### src/hw/rtl/assert_macros.svh
// Assertion helper macros shared by the RTL.
`ifndef ASSERT_MACROS_SVH
`define ASSERT_MACROS_SVH
// Check that prop holds at every clock edge outside reset.
`define ASSERT_ALWAYS(label, clk, rst, prop, msg) \
  label: assert property (@(posedge clk) disable iff (rst) (prop)) else $error(msg);
// Check that ante implies cons in the next cycle.
`define ASSERT_NEXT(label, clk, rst, ante, cons, msg) \
  label: assert property (@(posedge clk) disable iff (rst) (ante) |=> (cons)) else $error(msg);
`endif

### src/hw/rtl/md5_pkg.sv
// ----------------------------------------------------------------------------
// md5_pkg
// Constants and step tables for the MD5 engine.
// ----------------------------------------------------------------------------
package md5_pkg;
  localparam logic [31:0] INIT_A = 32'h67452301;
  localparam logic [31:0] INIT_B = 32'hefcdab89;
  localparam logic [31:0] INIT_C = 32'h98badcfe;
  localparam logic [31:0] INIT_D = 32'h10325476;

  typedef logic [5:0] step_t;
  typedef logic [3:0] widx_t;

  // Memory write request from control to the block buffer.
  typedef struct packed {
    logic        en;
    widx_t       addr;
    logic [31:0] data;
  } bufwr_t;

  function automatic logic [31:0] step_const(input step_t i);
    logic [31:0] k;
    unique case (i)
      6'd0: k = 32'hd76aa478;  6'd1: k = 32'he8c7b756;  6'd2: k = 32'h242070db;
      6'd3: k = 32'hc1bdceee;  6'd4: k = 32'hf57c0faf;  6'd5: k = 32'h4787c62a;
      6'd6: k = 32'ha8304613;  6'd7: k = 32'hfd469501;  6'd8: k = 32'h698098d8;
      6'd9: k = 32'h8b44f7af;  6'd10: k = 32'hffff5bb1; 6'd11: k = 32'h895cd7be;
      6'd12: k = 32'h6b901122; 6'd13: k = 32'hfd987193; 6'd14: k = 32'ha679438e;
      6'd15: k = 32'h49b40821; 6'd16: k = 32'hf61e2562; 6'd17: k = 32'hc040b340;
      6'd18: k = 32'h265e5a51; 6'd19: k = 32'he9b6c7aa; 6'd20: k = 32'hd62f105d;
      6'd21: k = 32'h02441453; 6'd22: k = 32'hd8a1e681; 6'd23: k = 32'he7d3fbc8;
      6'd24: k = 32'h21e1cde6; 6'd25: k = 32'hc33707d6; 6'd26: k = 32'hf4d50d87;
      6'd27: k = 32'h455a14ed; 6'd28: k = 32'ha9e3e905; 6'd29: k = 32'hfcefa3f8;
      6'd30: k = 32'h676f02d9; 6'd31: k = 32'h8d2a4c8a; 6'd32: k = 32'hfffa3942;
      6'd33: k = 32'h8771f681; 6'd34: k = 32'h6d9d6122; 6'd35: k = 32'hfde5380c;
      6'd36: k = 32'ha4beea44; 6'd37: k = 32'h4bdecfa9; 6'd38: k = 32'hf6bb4b60;
      6'd39: k = 32'hbebfbc70; 6'd40: k = 32'h289b7ec6; 6'd41: k = 32'heaa127fa;
      6'd42: k = 32'hd4ef3085; 6'd43: k = 32'h04881d05; 6'd44: k = 32'hd9d4d039;
      6'd45: k = 32'he6db99e5; 6'd46: k = 32'h1fa27cf8; 6'd47: k = 32'hc4ac5665;
      6'd48: k = 32'hf4292244; 6'd49: k = 32'h432aff97; 6'd50: k = 32'hab9423a7;
      6'd51: k = 32'hfc93a039; 6'd52: k = 32'h655b59c3; 6'd53: k = 32'h8f0ccc92;
      6'd54: k = 32'hffeff47d; 6'd55: k = 32'h85845dd1; 6'd56: k = 32'h6fa87e4f;
      6'd57: k = 32'hfe2ce6e0; 6'd58: k = 32'ha3014314; 6'd59: k = 32'h4e0811a1;
      6'd60: k = 32'hf7537e82; 6'd61: k = 32'hbd3af235; 6'd62: k = 32'h2ad7d2bb;
      default: k = 32'heb86d391;
    endcase
    return k;
  endfunction

  function automatic logic [4:0] rot_amount(input step_t i);
    logic [4:0] r;
    case ({i[5:4], i[1:0]})
      4'd0: r = 5'd7;   4'd1: r = 5'd12;  4'd2: r = 5'd17;  4'd3: r = 5'd22;
      4'd4: r = 5'd5;   4'd5: r = 5'd9;   4'd6: r = 5'd14;  4'd7: r = 5'd20;
      4'd8: r = 5'd4;   4'd9: r = 5'd11;  4'd10: r = 5'd16; 4'd11: r = 5'd23;
      4'd12: r = 5'd6;  4'd13: r = 5'd10; 4'd14: r = 5'd15; default: r = 5'd21;
    endcase
    return r;
  endfunction

  // Message word used by a step.
  function automatic widx_t msg_index(input step_t i);
    logic [3:0] n;
    n = i[3:0];
    case (i[5:4])
      2'd0: return n;
      2'd1: return 4'((n << 2) + n + 4'd1);
      2'd2: return 4'((n << 1) + n + 4'd5);
      default: return 4'((n << 3) - n);
    endcase
  endfunction
endpackage

### src/hw/rtl/md5_buf.sv
// ----------------------------------------------------------------------------
// md5_buf
// Sixteen-word block buffer: one write port, one registered read port.
// ----------------------------------------------------------------------------
module md5_buf (
  input  logic               clk,
  input  md5_pkg::bufwr_t    wr,
  input  md5_pkg::widx_t     raddr,
  output logic [31:0]        rdata
);
  import md5_pkg::*;

  logic [31:0] mem [16];

  always_ff @(posedge clk) begin
    if (wr.en) begin
      mem[wr.addr] <= wr.data;
    end
    rdata <= mem[raddr];
  end
endmodule

### src/hw/rtl/md5_round.sv
// ----------------------------------------------------------------------------
// md5_round
// One MD5 step per cycle on the working words while step is set; chain add at the end.
// ----------------------------------------------------------------------------
`include "assert_macros.svh"
module md5_round (
  input  logic              clk,
  input  logic              rst,
  input  logic              load,    // copy chain into working words
  input  logic              step,    // apply one step with word mword
  input  md5_pkg::step_t    idx,
  input  logic [31:0]       mword,
  input  logic              fold,    // add working words into chain
  input  logic              reinit,  // restore initial chain
  output logic [127:0]      chain
);
  import md5_pkg::*;

  logic [31:0] ca, cb, cc, cd;
  logic [31:0] a, b, c, d;
  logic [31:0] f, sum, rot;
  logic [4:0]  s;

  always_comb begin
    case (idx[5:4])
      2'd0: f = (b & c) | (~b & d);
      2'd1: f = (b & d) | (c & ~d);
      2'd2: f = b ^ c ^ d;
      default: f = c ^ (b | ~d);
    endcase
    s   = rot_amount(idx);
    sum = a + f + step_const(idx) + mword;
    rot = (sum << s) | (sum >> (6'd32 - {1'b0, s}));
  end

  always_ff @(posedge clk) begin
    if (rst) begin
      ca <= INIT_A; cb <= INIT_B; cc <= INIT_C; cd <= INIT_D;
    end else if (reinit) begin
      ca <= INIT_A; cb <= INIT_B; cc <= INIT_C; cd <= INIT_D;
    end else if (fold) begin
      ca <= ca + a; cb <= cb + b; cc <= cc + c; cd <= cd + d;
    end
    if (load) begin
      a <= ca; b <= cb; c <= cc; d <= cd;
    end else if (step) begin
      a <= d; d <= c; c <= b; b <= b + rot;
    end
  end

  assign chain = {cd, cc, cb, ca};

  `ASSERT_ALWAYS(a_excl, clk, rst, !(load && step), "load and step together")
  `ASSERT_ALWAYS(a_fold, clk, rst, !(fold && (step || reinit)), "fold overlaps")
  `ASSERT_NEXT(a_reinit, clk, rst, reinit, chain[31:0] == INIT_A, "reinit failed")
endmodule

### src/hw/rtl/md5_hash_engine.sv
// ----------------------------------------------------------------------------
// md5_hash_engine
// MD5 (RFC 1321) message digest, at most one message byte per request.
// ----------------------------------------------------------------------------
// A byte that does not finish a block is taken as follows: the buffer word
// is read, then written back with the byte merged in. The byte that fills a
// block starts the compression, 64 steps at one step a cycle with the message
// word read from the buffer in the cycle before its step. A request with last
// set adds the padding and the length word by word (one or two passes of up
// to 16 writes), compresses one or two blocks, and presents the digest on a
// registered output; the block re-initializes and can take the next message
// while the digest waits to be taken, and holds the next digest back until
// the previous one has been taken. A new byte is taken only once the last one
// has been merged and any compression or padding it started is done.
module md5_hash_engine (
  input  logic         clk,
  input  logic         rst,
  input  logic         s_tvalid,
  output logic         s_tready,
  input  logic [7:0]   s_tdata,   // [7:0] data_byte
  input  logic         s_tuser,   // byte_valid
  input  logic         s_tlast,   // last
  output logic         m_tvalid,
  input  logic         m_tready,
  output logic [127:0] m_tdata    // [63:0] digest_low, [127:64] digest_high
);
  import md5_pkg::*;

  localparam logic [3:0] S_IDLE  = 4'd0;
  localparam logic [3:0] S_MERGE = 4'd1;  // buffer word read, merge byte
  localparam logic [3:0] S_CLOAD = 4'd2;  // load working words, prefetch word 0
  localparam logic [3:0] S_CRUN  = 4'd3;  // 64 steps
  localparam logic [3:0] S_FOLD  = 4'd4;
  localparam logic [3:0] S_PREAD = 4'd5;  // read word holding pad position
  localparam logic [3:0] S_PMRG  = 4'd6;  // write 0x80 merged, zero rest
  localparam logic [3:0] S_PZERO = 4'd7;  // zero / length words
  localparam logic [3:0] S_OUT   = 4'd8;

  logic [3:0]   state;
  logic [63:0]  bit_count;
  logic [7:0]   held_byte;
  logic         held_last, pad_mode, len_done;
  step_t        round_step;
  widx_t        zidx;
  logic [63:0]  len;
  logic [31:0]  rdata;
  logic [127:0] chain;
  bufwr_t       wr;
  widx_t        raddr;
  logic         ld, stp, fold, reinit;
  logic [5:0]   pos;
  logic [4:0]   sh;
  logic [31:0]  merged, padw;

  assign pos    = bit_count[8:3];
  assign sh     = {pos[1:0], 3'b000};
  assign merged = (rdata & ~(32'hff << sh)) | ({24'd0, held_byte} << sh);
  // Keep bytes below pos, 0x80 at pos, zero above.
  assign padw   = (rdata & ~(32'hffffffff << sh)) | (32'h80 << sh);

  assign s_tready = (state == S_IDLE);

  always_comb begin
    wr     = '{en: 1'b0, addr: pos[5:2], data: merged};
    raddr  = pos[5:2];
    ld     = 1'b0;
    stp    = 1'b0;
    fold   = 1'b0;
    reinit = 1'b0;
    unique case (state)
      S_MERGE: wr.en = 1'b1;
      S_CLOAD: begin
        ld    = 1'b1;
        raddr = msg_index(6'd0);
      end
      S_CRUN: begin
        stp   = 1'b1;
        raddr = msg_index(6'(round_step + 6'd1));
      end
      S_FOLD: fold = 1'b1;
      S_PMRG: wr = '{en: 1'b1, addr: pos[5:2], data: padw};
      S_PZERO: begin
        wr.en   = 1'b1;
        wr.addr = zidx;
        wr.data = (zidx == 4'd14 && len_done) ? len[31:0] :
                  (zidx == 4'd15 && len_done) ? len[63:32] : 32'd0;
      end
      // Restore the chain only once the digest register is free.
      S_OUT: reinit = !m_tvalid || m_tready;
      default: ;
    endcase
  end

  md5_buf u_buf (.clk(clk), .wr(wr), .raddr(raddr), .rdata(rdata));

  md5_round u_round (
    .clk(clk), .rst(rst), .load(ld), .step(stp), .idx(round_step), .mword(rdata),
    .fold(fold), .reinit(reinit), .chain(chain)
  );

  always_ff @(posedge clk) begin
    if (rst) begin
      state      <= S_IDLE;
      bit_count  <= '0;
      round_step <= '0;
      m_tvalid   <= 1'b0;
      held_last  <= 1'b0;
      pad_mode   <= 1'b0;
      len_done   <= 1'b0;
    end else begin
      if (m_tvalid && m_tready && state != S_OUT) m_tvalid <= 1'b0;
      unique case (state)
        S_IDLE: if (s_tvalid && s_tready) begin
          held_byte <= s_tdata;
          held_last <= s_tlast;
          pad_mode  <= 1'b0;
          if (s_tuser) state <= S_MERGE;
          else if (s_tlast) state <= S_PREAD;
        end
        S_MERGE: begin
          bit_count <= bit_count + 64'd8;
          if (pos == 6'd63) state <= S_CLOAD;
          else if (held_last) state <= S_PREAD;
          else state <= S_IDLE;
        end
        S_CLOAD: begin
          round_step <= '0;
          state      <= S_CRUN;
        end
        S_CRUN: begin
          round_step <= 6'(round_step + 6'd1);
          if (round_step == 6'h3F) state <= S_FOLD;
        end
        S_FOLD: begin
          if (pad_mode) begin
            if (len_done) begin
              state <= S_OUT;
            end else begin
              state    <= S_PZERO;
              len_done <= 1'b1;  // second block carries the length
            end
          end else if (held_last) state <= S_PREAD;
          else state <= S_IDLE;
          zidx <= '0;
        end
        S_PREAD: begin
          len      <= bit_count;
          pad_mode <= 1'b1;
          len_done <= (pos < 6'd56);
          state    <= S_PMRG;
        end
        S_PMRG: begin
          // Pad in word 15 leaves no words to zero; else zero from the next word to 15.
          if (pos[5:2] == 4'd15) begin
            state <= S_CLOAD;
          end else begin
            zidx  <= 4'(pos[5:2] + 4'd1);
            state <= S_PZERO;
          end
        end
        S_PZERO: begin
          zidx <= 4'(zidx + 4'd1);
          if (zidx == 4'd15) state <= S_CLOAD;
        end
        S_OUT: begin
          // Hold the new digest until the previous one has been taken.
          if (!m_tvalid || m_tready) begin
            m_tdata   <= chain;
            m_tvalid  <= 1'b1;
            bit_count <= '0;
            pad_mode  <= 1'b0;
            state     <= S_IDLE;
          end
        end
        default: state <= S_IDLE;
      endcase
    end
  end

  `ASSERT_ALWAYS(a_rdy, clk, rst, !(s_tready && state != S_IDLE), "ready outside idle")
  `ASSERT_NEXT(a_out, clk, rst, state == S_OUT, m_tvalid, "digest not presented")
  `ASSERT_ALWAYS(a_step, clk, rst, (state == S_CRUN) || (round_step == 6'd0), "stray step")
endmodule
### config.mk
export PLATFORM = sky130hd
export DESIGN_NAME = md5_hash_engine
export DESIGN_NICKNAME = d
export VERILOG_FILES = /design/src/hw/rtl/md5_pkg.sv /design/src/hw/rtl/md5_buf.sv /design/src/hw/rtl/md5_round.sv /design/src/hw/rtl/md5_hash_engine.sv
export VERILOG_INCLUDE_DIRS = /design/src /design/src/hw/rtl
export SDC_FILE = /design/constraint.sdc
export NUM_CORES = 2
export LEC_CHECK = 0
export BUFFER_PORTS_ARGS = -buffer_cell sky130_fd_sc_hd__clkbuf_2
export CORE_MARGIN = 2
export CORE_UTILIZATION = 30
export DETAILED_ROUTE_END_ITERATION = 12
export GPL_TIMING_DRIVEN = 0
export PLACE_DENSITY = 0.49
export SLEW_MARGIN = 15
export SYNTH_ARGS = -nofsm -noshare
export SYNTH_HDL_FRONTEND = slang
export SYNTH_SLANG_ARGS = --single-unit
export TNS_END_PERCENT = 20
### constraint.sdc
create_clock -name clk -period 8.4 [get_ports clk]
set_input_delay 1.68 -clock clk [delete_from_list [all_inputs] [get_ports clk]]
set_output_delay 1.68 -clock clk [all_outputs]
set_load 0.01 [all_outputs]
==> results by group <==
Run status
  – Outcome: finished, final reports clean

Placed design
  – Dpl hpwl: 192 mm
  – I/O Buffers: 143
  – Gpl congestion: 0.981

Setup path
  – Crit path top cell by count: a21oi_2
  – Slowest cell delay on critical path: 580 ps
  – Reg-to-reg slack, setup: 90 ps
  – Critical R2R Launch: round_step[4]$_SDFFE_PP0N_
  – CP Launch Point: round_step[4]$_SDFFE_PP0N_
  – Max FO, Critical Path: 6
  – Worst r2r path cells: 39
  – CP Class: reg -> reg
  – CP Data Required Time: 8940 ps
  – WP data arrival: 8850 ps
  – CP startpoint kind: flop
  – R2R Path End: u_round.b[30]$_DFFE_PN_
  – CP endpoint kind: flop
  – Slowest-stage cell, CP: mux4_2

Synth
  – Post-synthesis sequential area ratio: 50.0%
  – Main synth FF type: edfxtp_1
  – Number of enable flip-flop cells after synthesis: 841
  – Cell area after synthesis: 61,400 um^2
  – Yosys warning count: 0
  – Mean Syn Cell Area: 10.3 um^2
  – Syn nets: 6,289
  – Async SR Flop Fraction: 0%
  – Flops & latches, synth: 1,113
  – Cell variety after synth: 100
  – Gate Count Post-Synth: 5,992

Global routing
  – Total Routing Usage GR: 23.7%
  – Largest net degree at the start of global routing: 85
  – First-pass GRT wire length: 360 mm
  – GRT overflow: 0
  – Vias in the first global route: 48,700
  – Initial antenna violation count: 6

Routing
  – DR DRC count: 0
  – Antenna viol nets, final: 0
  – WL/cell: 27.9 um
  – Via density: 5.56
  – Routed WL: 256 mm
  – Starting DRC count in detailed routing: 5,240
  – Via count: 51,000
  – DR pass1 iterations: 8

STA
  – Setup-failing EPs final: 0
  – Post-layout minimum cycle time: 8310 ps
  – Final Skew: 62.3 ps
  – Rel. slew slack: 14.4%
  – Hold slack: 434 ps
  – RSZ-0062 raised after global routing: yes
  – Final slew viol count: 0
  – Final count of hold timing violations: 0
  – Setup tns final: 0 ps
  – Maximum clock frequency: 0.120 GHz
  – Final period utilization: 98.9%
  – Slew @ Worst Pin: 1280 ps

Die
  – Die X: 456 um
  – Initial Util: 30.1%
  – Full die area: 208,000 um^2
  – Die Ht: 456 um
  – I/O pins: 144
  – Rows: 166
  – Area of the core: 204,000 um^2

Finish
  – Multi-input logic area: 29,900 um^2
  – Share of layout cells above drive strength 1: 13.3%
  – Layout Nets: 6,673
  – Final core utilization: 35.9%
  – P&R area growth vs syn: 19.3%
  – Reg area: 30,700 um^2
  – Fillers: 20,500

CTS
  – CTS clk-pin slew, worst paths: 70 ps
  – CTS max path bufs: 3
  – CTS Sinks: 1,113
  – H-tree lvl count: 4
  – TritonCTS clock tree: yes
  – CTS root buf: clkbuf_16
  – CTS buffer count: 133
  – Clk_lat worst skew: 820 ps
  – Hold Buf Count CTS: 0

Pwr
  – LEAKAGE: 26.2 nW
  – Total power draw: 0.0173 W
  – Power Density: 236 nW/um^2
  – VDD IR max: 0.000198 V

Worst hold path
  – Hold EP: len[5]$_DFFE_PP_
  – Hold depth: 0
  – Hold Crit Start: bit_count[5]$_SDFFE_PP0P_
  – Min-Delay Path Class: reg -> reg

Job
  – Max cap viols: 0
[power breakdown]
part	total [W]	leakage, nW	internal, W	switching, W
clock	0.00591	2.15	0.00334	0.00256
sequential	0.00643	9.79	0.00623	0.000202
combinational	0.00493	14.2	0.00193	0.00300
[worst max-delay path by stage]
stage,depth (start not counted),end,slack [ps]
after floorplan,38,u_round.b[30]$_DFFE_PN_,240
after global placement,36,u_round.b[30]$_DFFE_PN_,-2900
after detailed placement,37,u_round.b[30]$_DFFE_PN_,-2850
after CTS,34,u_round.b[30]$_DFFE_PN_,4
after global routing,37,u_round.b[30]$_DFFE_PN_,-220
final,39,u_round.b[30]$_DFFE_PN_,90
[cell usage in the layout (no fill, tap or decap), types with 28 or more instances in the layout]
cell type / count
nor2b_1: 36
dfxtp_1: 270
a21oi_1: 434
clkbuf_1: 302
or3_1: 28
edfxtp_1: 841
xnor2_1: 118
a21o_1: 76
o211ai_1: 66
nor2_1: 353
ha_1: 194
nand3_1: 111
buf_1: 48
mux4_2: 28
fa_1: 58
a311oi_1: 72
nand2_1: 782
and2_1: 146
mux2_2: 80
xor2_1: 134
a211oi_1: 213
o221ai_1: 28
nor3_1: 68
o21ai_0: 273
mux2i_1: 88
and3_1: 33
clkbuf_2: 150
nand2b_1: 37
inv_1: 264
a31oi_1: 118
buf_12: 32
o21a_1: 33
buf_4: 69
o22a_1: 32
clkbuf_16: 136
[worst max-delay path: cells and delay by family (launching register included)]
| kind | cells | cell delay, ps |
|---|---|---|
| adders and majority gates | 5 | 1860 |
| and+or+nand+nor | 6 | 640 |
| xor gates and xnor gates | 3 | 530 |
| AOI/OAI and AO/OA | 18 | 3300 |
| buffers and inverters | 6 | 820 |
| muxes | 1 | 580 |
| DFF | 1 | 340 |
[logic make-up (layout without fill, tap and decap cells)]
group / after synthesis / count (layout) / share of synthesized area (%)
other cells: 0 / 1 / 0
compound gates: 1720 / 1720 / 18.4
buf+inv: 640 / 1131 / 3.95
simple gates: 1739 / 1739 / 12.8
mux: 206 / 206 / 4.09
fa+ha+maj: 313 / 313 / 7.07
flops: 1113 / 1113 / 50.0
xor+xnor: 261 / 261 / 3.72
[flip-flops by register name (all words and copies together) (netlist names), 8 cells and up, named ones only]
| signal | count |
|---|---|
| u_buf.rdata | 32 |
| u_buf.mem | 512 |
| u_round.ca | 32 |
| u_round.cc | 32 |
| len | 61 |
| bit_count | 61 |
| u_round.a | 32 |
| u_round.cb | 32 |
| u_round.c | 32 |
| held_byte | 8 |
| u_round.d | 32 |
| m_tdata | 128 |
| u_round.b | 32 |
| u_round.cd | 32 |
[what timing repair did]
item	4_1_cts	5_1_grt
gates resized for setup	199	140
buffers inserted	30	48
pin swaps	37	71
hold endpoints to repair	0	0
gates cloned	0	2
endpoints found under the setup margin	32	14
[per-layer routing]
metal	track usage, %	routed length (um)
met5	0	19
met4	9.85	12800
met3	3.96	17600
met2	39.4	120000
met1	30.5	105000
[synth_stat cells (all sizes together), types with 19 or more instances]
master	n	area [um^2]
a211oi	220	1670
a21o	77	578
a21oi	460	2310
a221o	24	240
a311oi	73	639
a31oi	134	838
and2	156	977
and3	33	206
buf	74	299
clkbuf	297	1120
dfxtp	272	5450
edfxtp	841	25300
fa	67	1340
ha	216	2700
inv	269	1010
maj3	30	300
mux2	81	912
mux2i	97	971
mux4	28	631
nand2	789	2970
nand2b	39	244
nand3	121	606
nand4	19	119
nor2	374	1410
nor2b	38	238
nor3	73	375
o211ai	69	533
o21a	33	248
o21ai	319	1600
o21bai	24	180
o221ai	58	508
o22a	32	280
o22ai	27	169
or3	30	193
xnor2	122	1070
xor2	139	1220
[final cells by class]
cell class / instances / share of cell area, %
flip-flops and latches: 1113 / 41.9
diodes: 1 / 0.00342
repair buffers: 259 / 2.97
inverters: 269 / 1.39
clock inverters: 62 / 1.20
multi-input cells: 4239 / 40.8
plain buffers: 361 / 2.16
well taps: 2688 / 4.59
clock buffers: 180 / 4.94
[per-stage QoR]
| stage | instances | cell area (um^2) | setup slack [ps] |
|---|---|---|---|
| 2_1_floorplan | 5992 | 61400 | 242 |
| 5_1_grt | 9171 | 73300 | -219 |
| 6_report | 9172 | 73300 | 90.9 |
| 4_1_cts | 9124 | 72100 | 3.75 |
| 3_5_place_dp | 8859 | 66400 | -2850 |
| 3_3_place_gp | 8823 | 65500 | -2900 |
(Power assumes the default switching activity.)
